[src/rtl/core/pedal_event_queue_core_assert.svh]
// Assertion macros of the pedal event queue, included by the event ring.
`ifndef PEDAL_EVENT_QUEUE_CORE_ASSERT_SVH
`define PEDAL_EVENT_QUEUE_CORE_ASSERT_SVH

// Same-cycle implication, sampled on clk, off while rst is high.
`define PEQ_ASSERT_NOW(label, cond, conseq, msg) \
  label: assert property (@(posedge clk) disable iff (rst) (cond) |-> (conseq)) \
    else $error(msg);

// Next-cycle implication, sampled on clk, off while rst is high.
`define PEQ_ASSERT_NEXT(label, cond, conseq, msg) \
  label: assert property (@(posedge clk) disable iff (rst) (cond) |=> (conseq)) \
    else $error(msg);

`endif

[src/rtl/core/peq_pkg.sv]
// Types, codes and constants of the pedal event queue.
package peq_pkg;

  localparam int PEQ_NUM_PEDALS  = 5;
  localparam int PEQ_QUEUE_DEPTH = 16;

  localparam int CMD_W    = 2;
  localparam int STATES_W = 5;
  localparam int BANK_W   = 2;
  localparam int PAD_W    = 4;
  localparam int LEVEL_W  = 5;

  localparam logic [CMD_W-1:0] CMD_SCAN = 2'd0;
  localparam logic [CMD_W-1:0] CMD_BANK = 2'd1;
  localparam logic [CMD_W-1:0] CMD_POP  = 2'd2;

  localparam logic [BANK_W-1:0] LAST_BANK   = 2'd2;
  localparam logic [PAD_W-1:0]  BANK_STRIDE = 4'd5;

  typedef struct packed {
    logic             pressed;
    logic [PAD_W-1:0] pad;
  } peq_entry_t;

  typedef struct packed {
    logic       push;
    logic       pop;
    peq_entry_t wr_entry;
  } peq_ring_ctl_t;

  typedef struct packed {
    logic               event_valid;
    logic [PAD_W-1:0]   event_pad;
    logic               event_pressed;
    logic [LEVEL_W-1:0] queue_level;
  } peq_result_t;

  // First pad number of a bank, wrapped to the pad width.
  function automatic logic [PAD_W-1:0] bank_base(input logic [BANK_W-1:0] bank);
    logic [PAD_W-1:0] b;
    b = PAD_W'(bank);
    return PAD_W'(b * BANK_STRIDE);
  endfunction

endpackage

[src/rtl/core/peq_if.sv]
// Request and response channels of the pedal event queue.
interface peq_req_if import peq_pkg::*; ();
  logic                valid;
  logic                ready;
  logic [CMD_W-1:0]    command;
  logic [STATES_W-1:0] pedal_states;
  logic [BANK_W-1:0]   bank;

  modport source(output valid, command, pedal_states, bank, input ready);
  modport sink(input valid, command, pedal_states, bank, output ready);
endinterface

interface peq_rsp_if import peq_pkg::*; ();
  logic               valid;
  logic               ready;
  logic               event_valid;
  logic [PAD_W-1:0]   event_pad;
  logic               event_pressed;
  logic [LEVEL_W-1:0] queue_level;

  modport source(output valid, event_valid, event_pad, event_pressed, queue_level,
                 input ready);
  modport sink(input valid, event_valid, event_pad, event_pressed, queue_level,
               output ready);
endinterface

[src/rtl/core/peq_ring.sv]
// Event ring: two-port memory with head pointer and fill count, full push drops oldest.
module peq_ring import peq_pkg::*; #(
  parameter int QUEUE_DEPTH = PEQ_QUEUE_DEPTH,
  localparam int HW = (QUEUE_DEPTH > 1) ? $clog2(QUEUE_DEPTH) : 1,
  localparam int CW = $clog2(QUEUE_DEPTH + 1)
) (
  input  logic          clk,
  input  logic          rst,
  input  peq_ring_ctl_t ctl,
  output logic [CW-1:0] count,
  output peq_entry_t    rd_entry
);

  peq_entry_t mem [QUEUE_DEPTH];

  logic [HW-1:0] head;
  logic [HW-1:0] head_inc;
  logic [HW-1:0] wr_addr;
  logic [CW:0]   tail_sum;
  logic          full;

  assign full     = (count == CW'(QUEUE_DEPTH));
  assign head_inc = (head == HW'(QUEUE_DEPTH - 1)) ? '0 : head + HW'(1);
  assign tail_sum = (CW + 1)'(head) + (CW + 1)'(count);

  // Tail slot; on a full ring it is the oldest slot, which gets overwritten.
  always_comb begin
    if (full) begin
      wr_addr = head;
    end else if (tail_sum >= (CW + 1)'(QUEUE_DEPTH)) begin
      wr_addr = HW'(tail_sum - (CW + 1)'(QUEUE_DEPTH));
    end else begin
      wr_addr = HW'(tail_sum);
    end
  end

  always_ff @(posedge clk) begin
    if (ctl.push) begin
      mem[wr_addr] <= ctl.wr_entry;
    end
    if (ctl.pop) begin
      rd_entry <= mem[head];
    end
  end

  always_ff @(posedge clk) begin
    if (rst) begin
      head  <= '0;
      count <= '0;
    end else if (ctl.push) begin
      if (full) begin
        head <= head_inc;
      end else begin
        count <= count + CW'(1);
      end
    end else if (ctl.pop) begin
      head  <= head_inc;
      count <= count - CW'(1);
    end
  end

`include "pedal_event_queue_core_assert.svh"

  `PEQ_ASSERT_NOW(a_count_bound, 1'b1, count <= CW'(QUEUE_DEPTH), "ring count above depth")
  `PEQ_ASSERT_NOW(a_pop_nonempty, ctl.pop, count != '0 && !ctl.push, "pop on empty ring or with push")
  `PEQ_ASSERT_NEXT(a_full_stays, ctl.push && full, full && head != $past(head), "full push did not drop oldest")

endmodule

[src/rtl/core/peq_seq.sv]
// Command sequencer: walks the pedals one per cycle and drives the ring.
module peq_seq import peq_pkg::*; #(
  parameter int NUM_PEDALS = PEQ_NUM_PEDALS,
  parameter int QUEUE_DEPTH = PEQ_QUEUE_DEPTH,
  localparam int IW = (NUM_PEDALS > 1) ? $clog2(NUM_PEDALS) : 1,
  localparam int CW = $clog2(QUEUE_DEPTH + 1),
  localparam int EXT_W = (NUM_PEDALS > STATES_W) ? NUM_PEDALS : STATES_W
) (
  input  logic                clk,
  input  logic                rst,
  input  logic                start,
  input  logic [CMD_W-1:0]    command,
  input  logic [STATES_W-1:0] pedal_states,
  input  logic [BANK_W-1:0]   bank,
  input  logic [CW-1:0]       ring_count,
  input  peq_entry_t          rd_entry,
  input  logic                slot_free,
  output logic                idle,
  output peq_ring_ctl_t       ctl,
  output logic                done,
  output peq_result_t         result
);

  typedef enum logic [1:0] {IDLE, WALK, POP, FINISH} state_t;

  state_t                 state;
  logic [CMD_W-1:0]       cmd;
  logic [NUM_PEDALS-1:0]  states;
  logic [BANK_W-1:0]      bnk;
  logic [IW-1:0]          idx;
  logic [NUM_PEDALS-1:0]  held;
  logic [PAD_W-1:0]       pad_offset;
  logic                   pop_hit;

  logic [EXT_W-1:0] states_ext;
  logic             bit_now;
  logic             bit_was;
  logic             last_pedal;
  logic             is_scan;

  assign states_ext = EXT_W'(pedal_states);
  assign bit_now    = states[idx];
  assign bit_was    = held[idx];
  assign last_pedal = (idx == IW'(NUM_PEDALS - 1));
  assign is_scan    = (cmd == CMD_SCAN);
  assign idle       = (state == IDLE);

  always_comb begin
    ctl                  = '0;
    ctl.wr_entry.pad     = pad_offset + PAD_W'(idx);
    ctl.wr_entry.pressed = is_scan & bit_now;
    if (state == WALK) begin
      ctl.push = is_scan ? (bit_now ^ bit_was) : bit_was;
    end
    if (state == POP) begin
      ctl.pop = (ring_count != '0);
    end
  end

  always_comb begin
    result             = '0;
    result.queue_level = LEVEL_W'(ring_count);
    if (cmd == CMD_POP && pop_hit) begin
      result.event_valid   = 1'b1;
      result.event_pad     = rd_entry.pad;
      result.event_pressed = rd_entry.pressed;
    end
  end

  assign done = (state == FINISH) && slot_free;

  always_ff @(posedge clk) begin
    if (rst) begin
      state      <= IDLE;
      held       <= '0;
      pad_offset <= '0;
      pop_hit    <= 1'b0;
      idx        <= '0;
    end else begin
      case (state)
        IDLE: begin
          if (start) begin
            cmd    <= command;
            states <= states_ext[NUM_PEDALS-1:0];
            bnk    <= bank;
            idx    <= '0;
            case (command)
              CMD_SCAN: state <= WALK;
              CMD_BANK: state <= (bank <= LAST_BANK) ? WALK : FINISH;
              CMD_POP:  state <= POP;
              default:  state <= FINISH;
            endcase
          end
        end
        WALK: begin
          if (last_pedal) begin
            // Commit what the walk leaves behind.
            if (is_scan) begin
              held <= states;
            end else begin
              pad_offset <= bank_base(bnk);
            end
            state <= FINISH;
          end else begin
            idx <= idx + IW'(1);
          end
        end
        POP: begin
          pop_hit <= (ring_count != '0);
          state   <= FINISH;
        end
        FINISH: begin
          if (slot_free) begin
            state <= IDLE;
          end
        end
        default: state <= IDLE;
      endcase
    end
  end

endmodule

[src/rtl/core/pedal_event_queue_core.sv]
// Pedal event queue: one command per item, result held in an output register.
// Scan and bank commands walk the pedals one per cycle through the single write port
// of the ring. A new command is accepted only when the sequencer is idle again. The
// result is valid the cycle after the sequencer finishes.
// Reset (rst, synchronous) empties the ring, clears held pedals and sets bank 0;
// ring contents are not cleared.
module pedal_event_queue_core import peq_pkg::*; #(
  parameter int NUM_PEDALS = PEQ_NUM_PEDALS,
  parameter int QUEUE_DEPTH = PEQ_QUEUE_DEPTH,
  localparam int CW = $clog2(QUEUE_DEPTH + 1)
) (
  input logic       clk,
  input logic       rst,
  peq_req_if.sink   req,
  peq_rsp_if.source rsp
);

  peq_ring_ctl_t ctl;
  peq_entry_t    rd_entry;
  peq_result_t   fin;
  peq_result_t   out_data;
  logic [CW-1:0] ring_count;
  logic          seq_idle;
  logic          done;
  logic          out_valid;
  logic          slot_free;

  assign slot_free = !out_valid || rsp.ready;
  assign req.ready = seq_idle;

  peq_seq #(
    .NUM_PEDALS  (NUM_PEDALS),
    .QUEUE_DEPTH (QUEUE_DEPTH)
  ) u_seq (
    .clk          (clk),
    .rst          (rst),
    .start        (req.valid && seq_idle),
    .command      (req.command),
    .pedal_states (req.pedal_states),
    .bank         (req.bank),
    .ring_count   (ring_count),
    .rd_entry     (rd_entry),
    .slot_free    (slot_free),
    .idle         (seq_idle),
    .ctl          (ctl),
    .done         (done),
    .result       (fin)
  );

  peq_ring #(
    .QUEUE_DEPTH (QUEUE_DEPTH)
  ) u_ring (
    .clk      (clk),
    .rst      (rst),
    .ctl      (ctl),
    .count    (ring_count),
    .rd_entry (rd_entry)
  );

  // Output register: load a finished item, drop it once taken.
  always_ff @(posedge clk) begin
    if (rst) begin
      out_valid <= 1'b0;
    end else if (done) begin
      out_valid <= 1'b1;
    end else if (rsp.ready) begin
      out_valid <= 1'b0;
    end
  end

  always_ff @(posedge clk) begin
    if (done) begin
      out_data <= fin;
    end
  end

  assign rsp.valid         = out_valid;
  assign rsp.event_valid   = out_data.event_valid;
  assign rsp.event_pad     = out_data.event_pad;
  assign rsp.event_pressed = out_data.event_pressed;
  assign rsp.queue_level   = out_data.queue_level;

endmodule
[src/flat_wrapper.sv]
// flat-port wrapper written by rule: the top's interface ports become plain ports
module pedal_event_queue_core_flat import peq_pkg::*;
#(
  parameter int NUM_PEDALS = PEQ_NUM_PEDALS,
  parameter int QUEUE_DEPTH = PEQ_QUEUE_DEPTH,
  localparam int CW = $clog2(QUEUE_DEPTH + 1)
)
  (clk, rst, req_valid, req_command, req_pedal_states, req_bank, req_ready, rsp_valid, rsp_event_valid, rsp_event_pad, rsp_event_pressed, rsp_queue_level, rsp_ready);
  peq_req_if req_i ();
  peq_rsp_if rsp_i ();
  input logic clk;
  input logic rst;
  input wire logic [$bits(req_i.valid)-1:0] req_valid;
  input wire logic [$bits(req_i.command)-1:0] req_command;
  input wire logic [$bits(req_i.pedal_states)-1:0] req_pedal_states;
  input wire logic [$bits(req_i.bank)-1:0] req_bank;
  output wire logic [$bits(req_i.ready)-1:0] req_ready;
  output wire logic [$bits(rsp_i.valid)-1:0] rsp_valid;
  output wire logic [$bits(rsp_i.event_valid)-1:0] rsp_event_valid;
  output wire logic [$bits(rsp_i.event_pad)-1:0] rsp_event_pad;
  output wire logic [$bits(rsp_i.event_pressed)-1:0] rsp_event_pressed;
  output wire logic [$bits(rsp_i.queue_level)-1:0] rsp_queue_level;
  input wire logic [$bits(rsp_i.ready)-1:0] rsp_ready;
  assign req_i.valid = req_valid;
  assign req_i.command = req_command;
  assign req_i.pedal_states = req_pedal_states;
  assign req_i.bank = req_bank;
  assign req_ready = req_i.ready;
  assign rsp_valid = rsp_i.valid;
  assign rsp_event_valid = rsp_i.event_valid;
  assign rsp_event_pad = rsp_i.event_pad;
  assign rsp_event_pressed = rsp_i.event_pressed;
  assign rsp_queue_level = rsp_i.queue_level;
  assign rsp_i.ready = rsp_ready;
  pedal_event_queue_core #(.NUM_PEDALS(NUM_PEDALS), .QUEUE_DEPTH(QUEUE_DEPTH)) u_core (.clk(clk), .rst(rst), .req(req_i), .rsp(rsp_i));
endmodule
[config.mk]
export PLATFORM = sky130hd
export DESIGN_NAME = pedal_event_queue_core_flat
export DESIGN_NICKNAME = d
export VERILOG_FILES = /design/src/rtl/core/peq_pkg.sv /design/src/rtl/core/peq_if.sv /design/src/rtl/core/peq_ring.sv /design/src/rtl/core/peq_seq.sv /design/src/rtl/core/pedal_event_queue_core.sv /design/src/flat_wrapper.sv
export VERILOG_INCLUDE_DIRS = /design/src /design/src/rtl/core
export SDC_FILE = /design/constraint.sdc
export NUM_CORES = 1
export LEC_CHECK = 0
export ABC_AREA = 1
export BUFFER_PORTS_ARGS = -buffer_cell sky130_fd_sc_hd__clkbuf_2
export CORE_UTILIZATION = 56
export DETAILED_ROUTE_END_ITERATION = 16
export PLACE_DENSITY = 0.74
export SKIP_CTS_REPAIR_TIMING = 1
export SYNTH_ARGS = -nofsm -noshare
export SYNTH_HDL_FRONTEND = slang
export SYNTH_SLANG_ARGS = --single-unit
[constraint.sdc]
create_clock -name clk -period 6.8 [get_ports clk]
set_input_delay 1.36 -clock clk [delete_from_list [all_inputs] [get_ports clk]]
set_output_delay 1.36 -clock clk [all_outputs]
set_load 0.02 [all_outputs]
# --- Yosys cells after proc, flatten, opt, wreduce, memory -nomap -nowiden ---
# Memory sizes are Yosys's and may differ from the RTL's. A register that Yosys moved wholly into a read port is not among the register bits.
# Index checks and enable logic that the tools add are counted.
totals:
  ff_bits: 45
  mem_bits_rw: 80
  input_bits: 13
  output_inout_bits: 13
  elab_cells: 95
  memories: 1
memory_table:
  columns: ["memory", "depth", "word_bits", "rd", "rd_clocked_by_memory_dff", "write_ports", "line_no", "rtl"]
  rows:
  - ["u_core.u_ring.mem", 16, 5, 1, 1, 1, "peq_ring.sv:14", "peq_entry_t mem [QUEUE_DEPTH];"]
op_classes:
  addsub: 7
  mul: 1
  magnitude_cmp: 3
  eq_ne: 15
  n_mux: 30
  bitwise_logic: 4
  reduce_logical: 19
op_table:
  columns: ["op", "count"]
  rows:
  - ["$mux 4", 6]
  - ["$mux 5", 3]
  - ["$reduce_and 3->1", 5]
  - ["$ne 2x2->1 const B", 6]
  - ["$mux 1", 9]
  - ["$eq 2x2->1 const B", 4]
  - ["$mux 2", 4]
  - ["$pmux 2 s4", 1]
  - ["$add 4x5->6", 1]
  - ["$bmux 1 s3", 2]
  - ["$ge 6x5->1 const B", 1]
  - ["$logic_not 2->1", 3]
  - ["$mux 3", 2]
  - ["$mux 6", 1]
  - ["$pmux 2 s3", 1]
  - ["$pmux 3 s2", 1]
  - ["$reduce_bool 2->1", 3]
  - ["$add 5x1->5 const B", 1]
  - ["$eq 5x5->1 const B", 1]
  - ["$reduce_bool 5->1", 1]
  - ["$sub 5x1->5 const B", 1]
  - ["$add 4x1->4 const B", 1]
  - ["$add 4x3->4", 1]
  - ["$eq 2x1->1 const B", 2]
  - ["other kinds (14)", 18]

# --- Depth between registers and ports, before layout ---
depth:
  ltp_word: 7
  depth_mapped: 18
  mapped_depth_nobuf: 18

# --- By module ---
# A second synthesis with hierarchy kept.
unflattened:
  cells_unflattened: 604
  hier_area_um2: 5920.7
modules_own_cells:
  columns: ["module", "n_inst", "cells_each", "area_each_um2", "seq_area_each_um2"]
  rows:
  - ["peq_ring", 1, 420, 4279.1, 2732.6]
  - ["peq_seq", 1, 166, 1261.2, 530.5]
  - ["pedal_event_queue_core", 1, 18, 380.4, 350.3]

# --- Worst setup path before layout ---
# No wires, ideal clock.
synth_path:
  path_type: "input to register"
  startpoint: "input port rst"
  endpoint: "register u_core.u_seq.bnk[0] (enable)"
  setup_ns: 0.387
  arrival_ns: 2.292
  required_time_ns: 6.413
  path_slack_ns: 4.121
  path_stages: 2
  path_buffers: 1
  cell_sequence: "clkbuf_1 > nor3_1"
synth_between:
  elab_chain_len: 2
synth_lines:
  columns: ["element", "line_no", "rtl"]
  rows:
  - ["start, declared", "flat_wrapper.sv:12", "input logic rst;"]
  - ["$not 1->1 (no line)", null, null]
  - ["$reduce_and 3->1 (no line)", null, null]
  - ["end signal, assigned", "peq_seq.sv:85", "bnk <= bank;"]
  - ["end, declared", "peq_seq.sv:29", "logic [BANK_W-1:0] bnk;"]
# No other way between the ends.
# A chain may end at the register's enable or synchronous reset.

# --- Worst setup path in the final report ---
layout_path:
  startpoint: "register u_core.u_seq.idx[1]"
  endpoint: "register u_core.u_ring.count[4]"
layout_between:
  elab_chain_len: 7
  elab_cells_between_ends: 11
  classes_between: "eq/ne (1); mux (7); bitwise (1); reduce/logical (2)"
layout_lines:
  columns: ["element", "line_no", "rtl"]
  rows:
  - ["start, declared", "peq_seq.sv:30", "logic [IW-1:0] idx;"]
  - ["start signal, assigned", "peq_seq.sv:105", "idx <= idx + IW'(1);"]
  - ["$bmux 1 s3 (on tied branches)", "peq_seq.sv:42, peq_seq.sv:43", null]
  - ["$mux 1 (on tied branches)", "peq_seq.sv:42, peq_seq.sv:43", null]
  - ["$xor 1x1->1", "peq_seq.sv:53", "ctl.push = is_scan ? (bit_now ^ bit_was) : bit_was;"]
  - ["$mux 1 (*)", "peq_seq.sv:53", null]
  - ["$mux 1 (*)", "peq_seq.sv:52", "if (state == WALK) begin"]
  - ["$ne 2x2->1 (no line) or $reduce_bool 2->1 (tied branches)", null, null]
  - ["$reduce_and 2->1 (no line)", null, null]
  - ["end signal, assigned", "peq_ring.sv:54", "count <= count + CW'(1);"]
  - ["end signal, assigned", "peq_ring.sv:58", "count <= count - CW'(1);"]
  - ["end, declared", "peq_ring.sv:10", "output logic [CW-1:0] count,"]
# Every way passes the cells marked *; elsewhere a longest branch is shown, timed or not. The select of a mux whose other input is x is not followed.

==> qor.yml <==
power_and_ir_drop:
  p_leak_nw: 2.41
  ir_worst_vdd_mv: 0.199
  p_total_mw: 2.73
  p_per_area_nw_per_um2: 421
yosys:
  synthesis.nets: 542
  synth_cell_type_count: 32
  syn_avg_cell_area_um2: 11.0
  synth_ff_type: "edfxtp_1"
  synthArstFlopShare_pct: 0
  synth_area_um2: 5600
  synthCells: 510
  synth_sequential_area_ratio_pct: 64.5
  ys_seq_elements: 128
  synth_enable_flop_cells: 105
  synth_warnings: 0
grt:
  grtUsageTotal_pct: 25.2
  grt_pass1_wl_um: 19300
  antenna_found_initial: 0
  grt-ovfl-total: 0
  grt_pass1_vias: 3924
  grt_max_degree: 45
sta:
  period_share_pct: 43.6
  hold_slack_ps: 465
  relSlewSlack_pct: 21.9
  finalSetupViolCount: 0
  hold_viol_final: 0
  clock.fmax_mhz: 337
  drv_slew: 0
  tns_ps: 0
  rsz0062_at_grt: "no"
  fin_crit_ps: 2960
  worst_pin_slew_ps: 1170
  skew_ps: 9.04
finish:
  layout.nets: 573
  drive_gt1_share_pct: 13.7
  area_delta_synth_final_pct: 15.6
  final_common_cell: "edfxtp_1"
  antenna_cells: 0
  final_cell_mix: "105 x edfxtp_1, 79 x nor2_1, 55 x nand2_1"
  stdcell_area_um2: 6470
worst_hold_path:
  hold_class: "register to register"
  worstHoldStart: "u_core.u_seq.held[3]$_SDFFE_PP0P_"
floorplan:
  num_rows: 36
  die_y_um: 102
  core_um2: 9730
  die_x_um: 102
  start_util_pct: 57.6
  dieArea_um2: 10400
  ios: 26
clock_tree:
  cts-root-buf: "clkbuf_8"
  clock_sinks: 128
  cts_buffer_depth: 2
  htree_levels: 4
  cts_buffers: 17
  clk_latency_ps: 510
  clk_pin_slew_ps: 60
  cts_tree: "built"
drt:
  wirelength_um: 11900
  vias: 3901
  drt_iter0_markers: 209
  via_per_inst: 5.68
  drc: 0
  antenna_left: 0
  wire_per_inst_um: 17.3
  firstDrtPassIters: 5
worst_setup_path:
  critPathMaxStageDelay_ps: 590
  r2r-start: "u_core.u_seq.idx[1]$_SDFFE_PP0P_"
  startpoint_type: "register"
  cp_cell_sequence: "inv_1, nand3_1, nand2_2, a21oi_2, nand2_2, nand3_4, ha_1, a21o_1, a31oi_1, nand4_1, nand2_1, inv_1, a21oi_1, nor2_1"
  crit_type: "register to register"
  arrival_ps: 3370
  required_ps: 7210
  crit_start: "u_core.u_seq.idx[1]$_SDFFE_PP0P_"
  critPathCaptureType: "register"
  cp_slowest_cell: "a21oi_2"
  crit_path_max_fanout: 17
flow_run:
  cap_violations: 0
placement:
  io_buffers: 25
  dpl_cell_area_um2: 5850
  place_hpwl_um: 7890
  gp_congestion: 0.956
outcome:
  outcome: "finished, final reports clean"
==> cells by family after synthesis <==
kind of cell	synth area share [%]
flops	64.5
xor+xnor	1.41
simple gates	13.7
compound gates	11.3
fa+ha+maj	4.65
buf+inv	4.38
==> cell type report <==
| class | count | area [um^2] |
|---|---|---|
| clock buffers | 17 | 414 |
| clock inverters | 15 | 208 |
| fillers | 765 | 3250 |
| inverters | 47 | 176 |
| multi-input cells | 318 | 1740 |
| flip-flops and latches | 128 | 3610 |
| well taps | 133 | 166 |
| repair buffers | 29 | 155 |
==> layer usage <==
metal  wire, um  vias to the layer above  share of wire (%)  GRT usage, %
met5          0                        -                  0             0
met4        236                        0                2.0          10.3
met3        792                       18                6.7          6.70
met2       6080                      144                 51          42.2
met1       4780                     1879                 40          31.1
li1           -                     1860                  -             -
==> cell usage after synthesis (4+ instances only) <==
cell | count | area share (%)
o22ai_1 | 14 | 1.6
dfxtp_1 | 23 | 8.2
xnor2_1 | 4 | 0.63
nand3_1 | 27 | 2.4
edfxtp_1 | 105 | 56
o21ai_0 | 53 | 4.7
o211ai_1 | 6 | 0.80
o221ai_1 | 6 | 0.94
xor2_1 | 5 | 0.78
nand2_1 | 55 | 3.7
nor2_1 | 79 | 5.3
nand2_2 | 9 | 1.0
a21oi_1 | 19 | 1.7
nand4_1 | 4 | 0.45
clkbuf_1 | 12 | 0.80
inv_1 | 46 | 3.1
ha_1 | 16 | 3.6
==> sequential cells by signal, indices dropped and copies added (netlist names) <==
signal                    cells
u_core.u_seq.states           5
u_core.u_seq.pad_offset       2
u_core.u_seq.bnk              2
u_core.rsp.event_valid        1
u_core.u_ring.mem            80
u_core.u_seq.idx              3
u_core.rsp.event_pressed      1
u_core.rsp.valid              1
u_core.u_seq.state            2
u_core.rsp.event_pad          4
u_core.u_ring.rd_entry        5
u_core.u_ring.count           5
u_core.u_seq.pop_hit          1
u_core.u_seq.held             5
u_core.u_ring.head            4
u_core.u_seq.cmd              2
u_core.rsp.queue_level        5
==> final timing paths <==
kind,endpoint,slack [ps],cells past startpoint
hold / removal,u_core.u_seq.held[3]$_SDFFE_PP0P_,470,2
hold reg to reg,u_core.u_seq.held[3]$_SDFFE_PP0P_,470,2
setup / recovery,u_core.u_ring.count[4]$_SDFFE_PP0P_,3840,14
setup reg to reg,u_core.u_ring.count[4]$_SDFFE_PP0P_,3840,14
==> worst max-delay path: cells and delay by family (launching register included) <==
kind / cells / cell delay, ps
AOI/OAI and AO/OA: 4 / 1060
adders and majority gates: 1 / 290
buffers and inverters: 2 / 220
DFF: 1 / 440
and+or+nand+nor: 7 / 860
==> metrics by stage <==
stage	instances	utilization [%]	setup WS (ps)
2_1_floorplan	510	-	4120
3_3_place_gp	655	60.2	3960
3_5_place_dp	655	60.2	3860
4_1_cts	687	66.6	3840
5_1_grt	687	66.6	3520
6_report	687	66.6	3840
==> power breakdown <==
group	switching [mW]	internal (mW)
registers	0.0603	0.962
logic	0.533	0.230
clock network	0.344	0.600
total	0.937	1.79
(Power assumes the default switching activity.)
